==> src/sv/b64d_pkg.sv <==
// ----------------------------------------------------------------------------
// b64d_pkg
// Shared types and constants for the multi-alphabet Base64 decoder.
// ----------------------------------------------------------------------------
package b64d_pkg;

  // Sextet values where the lower-case and digit ranges start, and the
  // two symbol values
  localparam logic [5:0] VAL_LOWER_BASE = 6'd26;
  localparam logic [5:0] VAL_DIGIT_BASE = 6'd52;
  localparam logic [5:0] VAL_PLUS       = 6'd62;
  localparam logic [5:0] VAL_SLASH      = 6'd63;

  // Masks for the leftover bits
  localparam logic [5:0] MASK2 = 6'h03;
  localparam logic [5:0] MASK4 = 6'h0F;

  // Number of leftover bits, counted in pairs
  localparam logic [1:0] HOLD_NONE = 2'd0;
  localparam logic [1:0] HOLD_TWO  = 2'd1;
  localparam logic [1:0] HOLD_FOUR = 2'd2;
  localparam logic [1:0] HOLD_SIX  = 2'd3;

  typedef struct packed {
    logic [7:0] text_char;
    logic       message_end;
  } char_item_t;

  typedef struct packed {
    logic [7:0] data_byte;
    logic       byte_valid;
    logic       message_done;
    logic       invalid_seen;
  } result_item_t;

  // Output of the character lookup
  typedef struct packed {
    logic       hit;
    logic [5:0] value;
  } sextet_t;

endpackage

==> src/sv/b64d_char_map.sv <==
// ----------------------------------------------------------------------------
// b64d_char_map
// Maps one raw character to its 6-bit value; flags characters outside
// every supported alphabet.
// ----------------------------------------------------------------------------
module b64d_char_map (
  input  logic [7:0]        text_char,
  output b64d_pkg::sextet_t sextet
);

  localparam logic [7:0] CHAR_UPPER_A = 8'h41;
  localparam logic [7:0] CHAR_UPPER_Z = 8'h5A;
  localparam logic [7:0] CHAR_LOWER_A = 8'h61;
  localparam logic [7:0] CHAR_LOWER_Z = 8'h7A;
  localparam logic [7:0] CHAR_ZERO    = 8'h30;
  localparam logic [7:0] CHAR_NINE    = 8'h39;
  localparam logic [7:0] CHAR_PLUS    = 8'h2B;
  localparam logic [7:0] CHAR_MINUS   = 8'h2D;
  localparam logic [7:0] CHAR_SLASH   = 8'h2F;
  localparam logic [7:0] CHAR_USCORE  = 8'h5F;
  localparam logic [7:0] CHAR_COMMA   = 8'h2C;

  logic [7:0] upper_off;
  logic [7:0] lower_off;
  logic [7:0] digit_off;

  assign upper_off = text_char - CHAR_UPPER_A;
  assign lower_off = text_char - CHAR_LOWER_A;
  assign digit_off = text_char - CHAR_ZERO;

  always_comb begin
    sextet.hit   = 1'b1;
    sextet.value = 6'd0;
    if (text_char >= CHAR_UPPER_A && text_char <= CHAR_UPPER_Z) begin
      sextet.value = upper_off[5:0];
    end else if (text_char >= CHAR_LOWER_A && text_char <= CHAR_LOWER_Z) begin
      sextet.value = lower_off[5:0] + b64d_pkg::VAL_LOWER_BASE;
    end else if (text_char >= CHAR_ZERO && text_char <= CHAR_NINE) begin
      sextet.value = digit_off[5:0] + b64d_pkg::VAL_DIGIT_BASE;
    end else if (text_char == CHAR_PLUS || text_char == CHAR_MINUS) begin
      sextet.value = b64d_pkg::VAL_PLUS;
    end else if (text_char == CHAR_SLASH || text_char == CHAR_USCORE ||
                 text_char == CHAR_COMMA) begin
      sextet.value = b64d_pkg::VAL_SLASH;
    end else begin
      sextet.hit = 1'b0;
    end
  end

endmodule

==> src/sv/base64_multi_alphabet_decoder.sv <==
// ----------------------------------------------------------------------------
// base64_multi_alphabet_decoder
// Unpadded Base64 decoder taking standard and URL-safe alphabets at once.
// ----------------------------------------------------------------------------
// Path: an accepted character is registered in the input stage, and its
//   result in the result register (the input register feeds it directly).
// Throughput: one character per cycle; the leftover-bit merge is a short
//   shift and select that finishes within the cycle. An item with a result
//   waits in the input register only while a result is held unaccepted.
// Reset (rst, synchronous): both stages empty, no bits held, invalid flag
//   clear.
module base64_multi_alphabet_decoder (
  input  logic                   clk,
  input  logic                   rst,
  input  logic                   char_valid,
  output logic                   char_ready,
  input  b64d_pkg::char_item_t   char_item,
  output logic                   res_valid,
  input  logic                   res_ready,
  output b64d_pkg::result_item_t res_item
);

  // Input stage
  logic                 in_full;
  b64d_pkg::char_item_t in_item;

  // Decode state
  logic [5:0] held_bits;
  logic [5:0] held_bits_next;
  logic [1:0] held_count;
  logic [1:0] held_count_next;
  logic       invalid_flag;
  logic       invalid_flag_next;

  b64d_pkg::sextet_t      sextet;
  b64d_pkg::result_item_t result_next;
  logic                   have_byte;
  logic [7:0]             byte_next;
  logic                   emits;
  logic                   out_free;
  logic                   advance;

  b64d_char_map u_char_map (
    .text_char (in_item.text_char),
    .sextet    (sextet)
  );

  // Merge the new sextet with the leftover bits, MSB first
  always_comb begin
    have_byte       = 1'b0;
    byte_next       = 8'd0;
    held_bits_next  = held_bits;
    held_count_next = held_count;
    if (sextet.hit) begin
      case (held_count)
        b64d_pkg::HOLD_NONE: begin
          held_bits_next  = sextet.value;
          held_count_next = b64d_pkg::HOLD_SIX;
        end
        b64d_pkg::HOLD_TWO: begin
          have_byte       = 1'b1;
          byte_next       = {held_bits[1:0], sextet.value};
          held_bits_next  = 6'd0;
          held_count_next = b64d_pkg::HOLD_NONE;
        end
        b64d_pkg::HOLD_FOUR: begin
          have_byte       = 1'b1;
          byte_next       = {held_bits[3:0], sextet.value[5:2]};
          held_bits_next  = sextet.value & b64d_pkg::MASK2;
          held_count_next = b64d_pkg::HOLD_TWO;
        end
        default: begin
          have_byte       = 1'b1;
          byte_next       = {held_bits, sextet.value[5:4]};
          held_bits_next  = sextet.value & b64d_pkg::MASK4;
          held_count_next = b64d_pkg::HOLD_FOUR;
        end
      endcase
    end
    invalid_flag_next = invalid_flag | ~sextet.hit;

    result_next.data_byte    = byte_next;
    result_next.byte_valid   = have_byte;
    result_next.message_done = in_item.message_end;
    result_next.invalid_seen = in_item.message_end & invalid_flag_next;

    // message end drops leftover bits and clears the flag
    if (in_item.message_end) begin
      held_bits_next    = 6'd0;
      held_count_next   = b64d_pkg::HOLD_NONE;
      invalid_flag_next = 1'b0;
    end
  end

  // An item that yields nothing leaves at once; one with a result needs
  // room in the result register
  assign emits      = have_byte | in_item.message_end;
  assign out_free   = ~res_valid | res_ready;
  assign advance    = in_full & (~emits | out_free);
  assign char_ready = ~in_full | advance;

  always_ff @(posedge clk) begin
    if (rst) begin
      in_full <= 1'b0;
    end else if (char_ready) begin
      in_full <= char_valid;
    end
  end

  always_ff @(posedge clk) begin
    if (char_valid && char_ready) begin
      in_item <= char_item;
    end
  end

  always_ff @(posedge clk) begin
    if (rst) begin
      held_bits    <= 6'd0;
      held_count   <= b64d_pkg::HOLD_NONE;
      invalid_flag <= 1'b0;
    end else if (advance) begin
      held_bits    <= held_bits_next;
      held_count   <= held_count_next;
      invalid_flag <= invalid_flag_next;
    end
  end

  always_ff @(posedge clk) begin
    if (rst) begin
      res_valid <= 1'b0;
    end else if (out_free) begin
      res_valid <= advance & emits;
    end
  end

  always_ff @(posedge clk) begin
    if (advance && emits) begin
      res_item <= result_next;
    end
  end

  // A result without a byte can only be the closing one
  a_empty_closes: assert property (@(posedge clk) disable iff (rst)
    res_valid && !res_item.byte_valid |-> res_item.message_done)
    else $error("result with neither byte nor message end");

  // Invalid report only rides on the closing result
  a_invalid_at_end: assert property (@(posedge clk) disable iff (rst)
    res_valid && res_item.invalid_seen |-> res_item.message_done)
    else $error("invalid flag reported before message end");

  // No bits held means the holding register is clear
  a_held_clear: assert property (@(posedge clk) disable iff (rst)
    held_count == b64d_pkg::HOLD_NONE |-> held_bits == 6'd0)
    else $error("stale leftover bits");

  // A closing item leaves the decode state at reset values
  a_end_resets: assert property (@(posedge clk) disable iff (rst)
    advance && in_item.message_end |=>
      held_count == b64d_pkg::HOLD_NONE && !invalid_flag)
    else $error("state not cleared after message end");

endmodule

==> config.mk <==
export PLATFORM = sky130hd
export DESIGN_NAME = base64_multi_alphabet_decoder
export DESIGN_NICKNAME = d
export VERILOG_FILES = /design/src/sv/b64d_pkg.sv /design/src/sv/b64d_char_map.sv /design/src/sv/base64_multi_alphabet_decoder.sv
export SDC_FILE = /design/constraint.sdc
export NUM_CORES = 1
export LEC_CHECK = 0
export ABC_AREA = 1
export BUFFER_PORTS_ARGS = -buffer_cell sky130_fd_sc_hd__buf_4
export CAP_MARGIN = 10
export CORE_ASPECT_RATIO = 1.4
export CORE_MARGIN = 1.5
export CORE_UTILIZATION = 35
export DETAILED_ROUTE_END_ITERATION = 10
export PLACE_DENSITY = 0.49
export SLEW_MARGIN = 0
export SYNTH_ARGS = -nofsm -noshare
export SYNTH_HDL_FRONTEND = slang
export SYNTH_HIERARCHICAL = 1
export SYNTH_SLANG_ARGS = --single-unit
==> constraint.sdc <==
create_clock -name clk -period 3.3 [get_ports clk]
set_clock_uncertainty 0.1 [all_clocks]
set_input_delay 0.33 -clock clk [delete_from_list [all_inputs] [get_ports clk]]
set_output_delay 0.33 -clock clk [all_outputs]
set_load 0.02 [all_outputs]
Word-level counts from Yosys, hierarchy flattened
Cells that the tools add are included.
{"block": "totals", "regBits": 31, "out_inout_bits": 13, "wordCells": 72}
{"block": "classes", "n_addsub": 5, "magnitude_cmp": 6, "n_eq_ne": 7, "n_mux": 20, "n_bitwise": 12, "n_reduce_logical": 11}
{"operator": "$mux W6", "count": 7}
{"operator": "$eq A8 B6 Y1 const B", "count": 4}
{"operator": "$pmux W8 S3", "count": 1}
{"operator": "$pmux W6 S3", "count": 1}
{"operator": "$ge A8 B7 Y1 const B", "count": 2}
{"operator": "$le A8 B7 Y1 const B", "count": 2}
{"operator": "$sub A6 B6 Y6 const B", "count": 2}
{"operator": "$eq A8 B7 Y1 const B", "count": 1}
{"operator": "$ge A8 B6 Y1 const B", "count": 1}
{"operator": "$le A8 B6 Y1 const B", "count": 1}
{"operator": "$mux W1", "count": 8}
{"operator": "$add A6 B5 Y6 const B", "count": 1}
{"operator": "$add A6 B6 Y6 const B", "count": 1}
{"operator": "$pmux W2 S3", "count": 1}
{"operator": "$sub A6 B1 Y6 const B", "count": 1}
{"operator": "$logic_and A1 B1 Y1", "count": 5}
{"operator": "$or A1 B1 Y1", "count": 5}
{"operator": "$mux W2", "count": 2}
{"operator": "$not A1 Y1", "count": 4}
{"operator": "$and A1 B1 Y1", "count": 3}
{"operator": "$logic_or A1 B1 Y1", "count": 3}
{"operator": "$eq A2 B1 Y1 const B", "count": 1}
{"operator": "$eq A2 B2 Y1 const B", "count": 1}
{"operator": "$logic_not A2 Y1", "count": 1}
{"operator": "2 further kinds", "count": 2}

Logic depth before layout (Yosys ltp)
Gate-level depths: netlist of the first run.
{"block": "logic_depth", "word_depth": 15, "depth_mapped": 19}

Hierarchy
Netlist of the first run, hierarchy kept.
{"mod": "base64_multi_alphabet_decoder", "instances": 1, "cells_per_inst": 159, "area_per_inst_um2": 1486.4, "seq_area_each_um2": 820.8}
{"mod": "b64d_char_map", "instances": 1, "cells_per_inst": 139, "area_per_inst_um2": 747.0, "seq_area_each_um2": 0.0}

Least setup slack after synthesis of the first run
OpenSTA, ideal clock, no wires.
{"block": "synth_timing", "path_type": "reg2reg", "start": "reg in_item[3] (netlist bit)", "end": "reg in_item[0] (netlist bit), enable pin", "setup_time_ps": 329, "t_arrival_ps": 2201, "slack_ps": 670, "path_stages_with_launch": 17, "synth_period_minus_slack_ps": 2630, "path_cell_list": "edfxtp_1 -> buf_2 -> inv_1 -> ha_1 -> nand2_1 -> nand2_1 -> nand3_1 -> nand2_1 -> nand2_1 -> nand2_2 -> buf_6 -> nand2_1 -> nand2_4 -> nand2_4 -> nand3_1 -> nand2_1 -> inv_1"}
{"element": "start: declaration", "line_no": "base64_multi_alphabet_decoder.sv:25", "source": "b64d_pkg::char_item_t in_item;"}
{"element": "start signal: assignment", "line_no": "base64_multi_alphabet_decoder.sv:112", "source": "in_item <= char_item;"}

==> metrics.txt, run 1 <==
# TYPE chip_impl_metric gauge
chip_impl_info{name="outcome",value="finished clean"} 1
chip_impl_metric{name="postRouteAntennaNets",unit=""} 0
chip_impl_metric{name="fin_setup_tns",unit="ns"} 0
chip_impl_metric{name="via_count",unit=""} 1950
chip_impl_metric{name="cts.reportedPaths.clkPinSlew",unit="ns"} 0.06
chip_impl_metric{name="clockBufferDepth",unit=""} 2
chip_impl_metric{name="cts_made_buffers",unit=""} 5
chip_impl_metric{name="synth_area_per_cell",unit="um^2"} 7.49
chip_impl_info{name="synth.area.top_cells",value="sky130_fd_sc_hd__edfxtp_1 (27%), sky130_fd_sc_hd__nand2_1 (11%), sky130_fd_sc_hd__dfxtp_1 (9.9%)"} 1
chip_impl_metric{name="r2r.worst_path.cells",unit=""} 14
chip_impl_info{name="cts_tree",value="yes"} 1
chip_impl_info{name="final_common_cell",value="sky130_fd_sc_hd__nand2_1"} 1
chip_impl_metric{name="grt_overflow_total",unit=""} 0
chip_impl_metric{name="placedCellCount",unit=""} 388
chip_impl_metric{name="holdPathStages",unit=""} 1
chip_impl_metric{name="postSynthCellCount",unit=""} 298
chip_impl_metric{name="highest_clock_rate",unit="MHz"} 323
chip_impl_metric{name="post_route_cells_drive_above_1_share",unit="%"} 19.8
chip_impl_info{name="cts_root_buf",value="sky130_fd_sc_hd__clkbuf_8"} 1
chip_impl_info{name="most-common-layout-cells",value="sky130_fd_sc_hd__nand2_1 (64), sky130_fd_sc_hd__inv_1 (34), sky130_fd_sc_hd__nor2_1 (30)"} 1
chip_impl_metric{name="drtIter0Drc",unit=""} 75
chip_impl_info{name="synth.largest_area_cell",value="sky130_fd_sc_hd__edfxtp_1"} 1
chip_impl_info{name="startpoint_class",value="flip-flop"} 1
chip_impl_metric{name="detail_route.drc_violations",unit=""} 0
chip_impl_metric{name="yosys_warnings",unit=""} 6
chip_impl_metric{name="post_cts_resize_count",unit=""} 0
chip_impl_metric{name="synth-seq-cells",unit=""} 31
chip_impl_metric{name="io_pins",unit=""} 26
chip_impl_metric{name="wirelength",unit="um"} 5420
chip_impl_metric{name="row_count",unit=""} 34
chip_impl_info{name="critical_path.reg2reg.endpoint",value="in_item[4]"} 1
chip_impl_metric{name="max_cap_viol_count",unit=""} 0
chip_impl_metric{name="fin_crit_sh",unit="%"} 93.8
chip_impl_metric{name="syn-cell-area",unit="um^2"} 2230
chip_impl_metric{name="floorplan.die_area",unit="um^2"} 6880
chip_impl_metric{name="placement.io_buffers",unit=""} 25
chip_impl_metric{name="place.gp.congestion",unit=""} 0.936
chip_impl_info{name="unrepaired_setup_endpoints_after_global_routing",value="false"} 1
chip_impl_metric{name="drt_pre_antenna_iters",unit=""} 4
chip_impl_metric{name="timing.final.max_slew_violations",unit=""} 0
chip_impl_metric{name="grt_start_max_net_pins",unit=""} 13
chip_impl_metric{name="clock-sinks",unit=""} 31
chip_impl_metric{name="core",unit="um^2"} 6210
chip_impl_metric{name="power_density",unit="nW/um^2"} 368
chip_impl_metric{name="nets",unit=""} 350
chip_impl_info{name="critPathKind",value="reg -> out"} 1
chip_impl_info{name="hold_class",value="in -> reg"} 1
chip_impl_info{name="worstReg2RegStart",value="in_item[3]"} 1
chip_impl_metric{name="irDropWorstVdd",unit="V"} 0.000269
chip_impl_metric{name="reg2reg_setup_slack",unit="ns"} 0.30
chip_impl_metric{name="post-route-min-period",unit="ns"} 3.10
chip_impl_metric{name="leakage",unit="nW"} 1.17
chip_impl_info{name="critical_path_sink_type",value="primary output"} 1
chip_impl_metric{name="holdBufCountCts",unit=""} 0
chip_impl_metric{name="detail_route.wl_per_cell",unit="um"} 13.7
chip_impl_metric{name="design_power_total",unit="mW"} 0.934
chip_impl_metric{name="final_cell_count_no_fill",unit=""} 396
chip_impl_metric{name="timing.critical_path.fanout_max",unit=""} 12
chip_impl_metric{name="timing.max_slew.rel_slack",unit="%"} 70.1
chip_impl_metric{name="timing.final.setup_violations",unit=""} 0
chip_impl_metric{name="cp_data_arrival_time",unit="ns"} 2.67
chip_impl_metric{name="average_vias_per_placed_instance",unit=""} 4.92
chip_impl_metric{name="dp_hpwl",unit="um"} 4270
chip_impl_metric{name="initial_utilization",unit="%"} 36.0
chip_impl_metric{name="required",unit="ns"} 2.87
chip_impl_metric{name="post-synth-top-area-fraction",unit="%"} 26.9
chip_impl_metric{name="floorplan.die.width",unit="um"} 70.5
chip_impl_metric{name="ctsHtreeMaxLevel",unit=""} 2
chip_impl_metric{name="syn_nets",unit=""} 325
chip_impl_metric{name="fillCellCount",unit=""} 658
chip_impl_metric{name="die_height",unit="um"} 97.5
chip_impl_metric{name="number_of_global_route_vias_before_repair",unit=""} 1944
chip_impl_metric{name="clock_insertion_delay_worst_skew",unit="ns"} 0.27
chip_impl_metric{name="n_antenna_cell",unit=""} 0
chip_impl_metric{name="hold_viol_final",unit=""} 0
chip_impl_metric{name="tightestPinTransition",unit="ns"} 0.448
chip_impl_metric{name="ys_seq_area_share",unit="%"} 36.8
chip_impl_metric{name="grt_use_total",unit="%"} 16.3
chip_impl_metric{name="area.growth.synth_to_final",unit="%"} 13.6
chip_impl_metric{name="synth.lib_cells_used.distinct",unit=""} 27
chip_impl_metric{name="grt_pass1_wl",unit="um"} 8910
chip_impl_metric{name="post-cts-setup-buffer-count",unit=""} 0
chip_impl_info{name="min_delay_worst_endpoint",value="in_item[5]"} 1
chip_impl_info{name="min_from",value="char_item[5]"} 1
chip_impl_metric{name="number_of_antenna_violations_at_the_first_check_in_global_routing",unit=""} 0
## stage by stage
| stage | util (%) | instance area [um^2] | hold WS, ns | setup WS (ns) |
|---|---|---|---|---|
| after floorplan | - | 2230 | 0.299 | 0.670 |
| after global placement | 39.5 | 2460 | 0.348 | 0.444 |
| after detailed placement | 39.5 | 2460 | 0.349 | 0.354 |
| after CTS | 40.8 | 2540 | 0.122 | 0.253 |
| after global routing | 40.8 | 2540 | 0.118 | 0.0265 |
| final | 40.8 | 2540 | 0.129 | 0.204 |
## per-layer routing
| metal | up-vias | routed length, um | global-route usage (%) |
|---|---|---|---|
| met1 | 884 | 2220 | 17.9 |
| met4 | 0 | 286 | 10.1 |
| met2 | 37 | 2810 | 28.8 |
| met3 | 20 | 106 | 2.39 |
| met5 | - | 0 | 0 |
| li1 | 1009 | - | - |
## synth_stat cells (all sizes together)
cell and instances:
edfxtp 20, buf 8, nand3 30, inv 38, nand2 79, ha 14, xor2 6, nand3b 1
nand4 10, nor3 2, o21ai 11, nor2 39, dfxtp 11, clkbuf 2, and3 1, or2 2
a21oi 24
## registers in the layout (all words and copies together), names as in the netlist
name / cells
held_count: 2
held_bits: 6
res_valid: 1
in_full: 1
in_item: 9
res_item: 11
invalid_flag: 1
## logic make-up (layout without fill, tap and decap cells)
family	after synthesis	after routing	synth area share [%]
xor gates and xnor gates	6	6	2.35
DFF	31	31	36.8
AOI/OAI and AO/OA	35	35	7.84
buffers and inverters	48	74	9.86
and+or+nand+nor	164	164	35.4
adders and majority gates	14	14	7.84
## how the worst max path moves through the flow
stage          slack, ns  startpoint    endpoint
6_report            0.20  in_item[3]  char_ready
4_1_cts             0.25  in_item[3]  char_ready
3_5_place_dp        0.35  in_item[3]  in_item[7]
5_1_grt             0.03  in_item[3]  char_ready
3_3_place_gp        0.44  in_item[3]  in_item[8]
2_1_floorplan       0.67  in_item[3]  in_item[0]
## worst max-delay path, cell delays in order, from the launching register on
cell and delay, ns:
sky130_fd_sc_hd__edfxtp_1 0.53, sky130_fd_sc_hd__inv_1 0.24, sky130_fd_sc_hd__ha_1 0.27, sky130_fd_sc_hd__nand2_1 0.08, sky130_fd_sc_hd__nand2_1 0.07, sky130_fd_sc_hd__nand4_1 0.15, sky130_fd_sc_hd__nand3_1 0.17, sky130_fd_sc_hd__nor2_1 0.05
sky130_fd_sc_hd__nand2_1 0.34, sky130_fd_sc_hd__nand2_4 0.10, sky130_fd_sc_hd__nand2_4 0.09, sky130_fd_sc_hd__nand3_1 0.11, sky130_fd_sc_hd__buf_4 0.20
## power breakdown
group | switching [mW] | internal (mW) | total, mW
registers | 0.0221 | 0.437 | 0.459
clock network | 0.129 | 0.143 | 0.273
logic | 0.130 | 0.0732 | 0.203
## area by class of cell
cell class	instances	area (um^2)	share of cell area (%)
repair buffers	28	210	8.29
clock inverters	2	7.51	0.296
clock buffers	6	72.6	2.86
multi-input cells	219	1190	47.0
inverters	38	143	5.62
flip-flops and latches	31	821	32.4
well taps	72	90.1	3.55
(Power assumes the default switching activity.)
==> run 2: changes to the inputs <==
==> constraint.sdc (replaced) <==
create_clock -name clk -period 2.95 [get_ports clk]
set_clock_uncertainty 0.1 [all_clocks]
set_input_delay 0.295 -clock clk [delete_from_list [all_inputs] [get_ports clk]]
set_output_delay 0.295 -clock clk [all_outputs]
set_load 0.02 [all_outputs]
==> run 2 against run 1 <==
Effect of this change: global-route usage rose by 0.57 points; non-clock buffer count is 8 higher; sequential power grew 11%; flip-flop and latch count unchanged; via count rose by 3.6%; worst setup slack gained 0.015 ns; final area grew 3.6%; die area unchanged; first-iteration DRC count down 19%; critical path depth did not move; worst hold slack worse by 0.038 ns; total power is 24% higher; critical path type unchanged; critical endpoint unchanged; largest cell class unchanged; highest routed layer unchanged.
==> metrics.txt, run 2 (synthesis results as in run 1) <==
# TYPE chip_impl_metric gauge
chip_impl_metric{name="route.layer.met1.wl",unit="um"} 2130
chip_impl_info{name="critical-path-top-delay-family",value="simple AND/OR/NAND/NOR gates"} 1
chip_impl_metric{name="leakage",unit="nW"} 1.22
chip_impl_metric{name="wl_met2",unit="um"} 2910
chip_impl_metric{name="r2r.worst_path.cells",unit=""} 13
chip_impl_metric{name="clock-sinks",unit=""} 31
chip_impl_metric{name="drtIter0Drc",unit=""} 61
chip_impl_metric{name="grt_overflow_total",unit=""} 0
chip_impl_metric{name="number_of_global_route_vias_before_repair",unit=""} 2102
chip_impl_metric{name="cts.reportedPaths.clkPinSlew",unit="ns"} 0.06
chip_impl_metric{name="max_cap_viol_count",unit=""} 0
chip_impl_info{name="crit_path_cell_trace",value="inv_1 -> ha_1 -> nand2_1 -> nand4_1 -> nand2_1 -> a21oi_1 -> nor2_1 -> nand2_2 -> nand2_4 -> nand2_4 -> nand3_1 -> buf_4"} 1
chip_impl_metric{name="die_height",unit="um"} 97.5
chip_impl_metric{name="detailedPlace.worstSlack",unit="ns"} 0.234
chip_impl_info{name="hold_class",value="in -> reg"} 1
chip_impl_metric{name="cts_made_buffers",unit=""} 5
chip_impl_metric{name="floorplan.die_area",unit="um^2"} 6880
chip_impl_metric{name="detail_route.wl_per_cell",unit="um"} 13.4
chip_impl_metric{name="drt_pre_antenna_iters",unit=""} 7
chip_impl_metric{name="place.gp.congestion",unit=""} 0.895
chip_impl_metric{name="power_density",unit="nW/um^2"} 440
chip_impl_metric{name="post-route-min-period",unit="ns"} 2.73
chip_impl_info{name="critical_path_sink_type",value="primary output"} 1
chip_impl_info{name="startpoint_class",value="flip-flop"} 1
chip_impl_metric{name="average_vias_per_placed_instance",unit=""} 5.00
chip_impl_info{name="critPathKind",value="reg -> out"} 1
chip_impl_info{name="unrepaired_setup_endpoints_after_global_routing",value="false"} 1
chip_impl_info{name="crit_path_top_delay_cell",value="sky130_fd_sc_hd__edfxtp_1"} 1
chip_impl_metric{name="postRouteAntennaNets",unit=""} 0
chip_impl_metric{name="grt_start_max_net_pins",unit=""} 13
chip_impl_metric{name="nets",unit=""} 358
chip_impl_metric{name="timing.final.setup_violations",unit=""} 0
chip_impl_info{name="most-common-layout-cells",value="sky130_fd_sc_hd__nand2_1 (63), sky130_fd_sc_hd__buf_4 (36), sky130_fd_sc_hd__inv_1 (34)"} 1
chip_impl_metric{name="initial_utilization",unit="%"} 36.0
chip_impl_metric{name="clock_insertion_delay_worst_skew",unit="ns"} 0.28
chip_impl_info{name="largest_registers",value="res_item x11, in_item x9, held_bits x6"} 1
chip_impl_metric{name="area.growth.synth_to_final",unit="%"} 17.6
chip_impl_metric{name="io_pins",unit=""} 26
chip_impl_metric{name="met3RoutedLength",unit="um"} 139
chip_impl_metric{name="core",unit="um^2"} 6210
chip_impl_metric{name="cpPeakStageDelay",unit="ns"} 0.47
chip_impl_metric{name="fillCellCount",unit=""} 658
chip_impl_metric{name="cp_data_arrival_time",unit="ns"} 2.34
chip_impl_metric{name="irDropWorstVdd",unit="V"} 0.000253
chip_impl_metric{name="finalWorstSetupSlack",unit="ns"} 0.219
chip_impl_metric{name="grt_pass1_wl",unit="um"} 9160
chip_impl_metric{name="timing.final.max_slew_violations",unit=""} 0
chip_impl_metric{name="grt_use_total",unit="%"} 16.9
chip_impl_metric{name="timing.max_slew.rel_slack",unit="%"} 73.5
chip_impl_metric{name="fin_crit_sh",unit="%"} 92.6
chip_impl_metric{name="floorplan.die.width",unit="um"} 70.5
chip_impl_metric{name="ctsHtreeMaxLevel",unit=""} 2
chip_impl_metric{name="required",unit="ns"} 2.56
chip_impl_info{name="largest_register",value="res_item"} 1
chip_impl_metric{name="wirelength",unit="um"} 5430
chip_impl_metric{name="detail_route.drc_violations",unit=""} 0
chip_impl_info{name="routed.top_layer",value="met4"} 1
chip_impl_metric{name="placement.io_buffers",unit=""} 25
chip_impl_metric{name="via_count",unit=""} 2021
chip_impl_info{name="outcome",value="finished clean"} 1
chip_impl_metric{name="hold_viol_final",unit=""} 0
chip_impl_metric{name="timing.critical_path.fanout_max",unit=""} 6
chip_impl_metric{name="clockBufferDepth",unit=""} 2
chip_impl_metric{name="n_antenna_cell",unit=""} 0
chip_impl_metric{name="largest_reg_flops",unit=""} 11
chip_impl_metric{name="highest_clock_rate",unit="MHz"} 366
chip_impl_metric{name="reg2reg_setup_slack",unit="ns"} 0.33
chip_impl_metric{name="critPathBufInv",unit=""} 2
chip_impl_metric{name="fin_setup_tns",unit="ns"} 0
chip_impl_metric{name="post_route_cells_drive_above_1_share",unit="%"} 22.6
chip_impl_info{name="cts_root_buf",value="sky130_fd_sc_hd__clkbuf_8"} 1
chip_impl_info{name="cts_tree",value="yes"} 1
chip_impl_metric{name="final_cell_count_no_fill",unit=""} 404
chip_impl_metric{name="row_count",unit=""} 34
chip_impl_info{name="final_common_cell",value="sky130_fd_sc_hd__nand2_1"} 1
chip_impl_metric{name="number_of_antenna_violations_at_the_first_check_in_global_routing",unit=""} 0
chip_impl_metric{name="tightestPinTransition",unit="ns"} 0.397
chip_impl_metric{name="critical_path_cell_count",unit=""} 12
chip_impl_metric{name="placedCellCount",unit=""} 392
chip_impl_metric{name="holdPathStages",unit=""} 1
chip_impl_metric{name="dp_hpwl",unit="um"} 4250
run 2: per-layer routing:
metal / vias to the layer above / GRT usage [%]
li1: 1031 / -
met3: 20 / 2.49
met5: - / 0
met1: 926 / 17.1
met4: 0 / 10.9
met2: 44 / 31.1
run 2: report_power, final:
| part | leakage, nW | internal [mW] | switching [mW] |
|---|---|---|---|
| sequential | 0.278 | 0.488 | 0.0220 |
| combinational | 0.891 | 0.0901 | 0.148 |
| clock | 0.0556 | 0.247 | 0.159 |
| total | 1.22 | 0.825 | 0.329 |
run 2: per-stage QoR:
step | power (mW) | hold WS [ns] | instance area, um^2 | utilization [%]
after global routing | 1.22 | 0.0789 | 2630 | 42.3
after floorplan | 0.688 | 0.264 | 2230 | -
after global placement | 0.755 | 0.350 | 2490 | 40.0
after detailed placement | 0.754 | 0.355 | 2490 | 40.0
after CTS | 1.16 | 0.0825 | 2590 | 41.8
final | 1.15 | 0.0916 | 2630 | 42.3
run 2: layout make-up:
class	count	area, um^2	area share (%)
Multi-Input combinational cell	219	1190	45.5
Timing Repair Buffer	36	270	10.3
Clock inverter	3	38.8	1.48
Clock buffer	5	68.8	2.62
Tap cell	72	90.1	3.43
Inverter	38	143	5.43
Sequential cell	31	821	31.3
run 2: worst paths after layout:
kind	to	from
max reg2reg	in_item[7]	in_item[1]
min	in_item[7]	char_item[7]
max	char_ready	in_item[2]
min reg2reg	invalid_flag	invalid_flag
run 2: what timing repair did:
action | 4_1_cts | 5_1_grt
buffers inserted | 0 | 4
setup endpoints to repair | 0 | 24
hold buffers | 0 | 0
resized for setup | 0 | 1
run 2: worst register-to-register path: cells and delay by family, from the launching register on:
kind / cells / cell delay (ns)
flip-flops: 1 / 0.43
buffers and inverters: 2 / 0.42
AND/OR/NAND/NOR: 10 / 1.06
adder cells (fa/ha/maj): 1 / 0.29
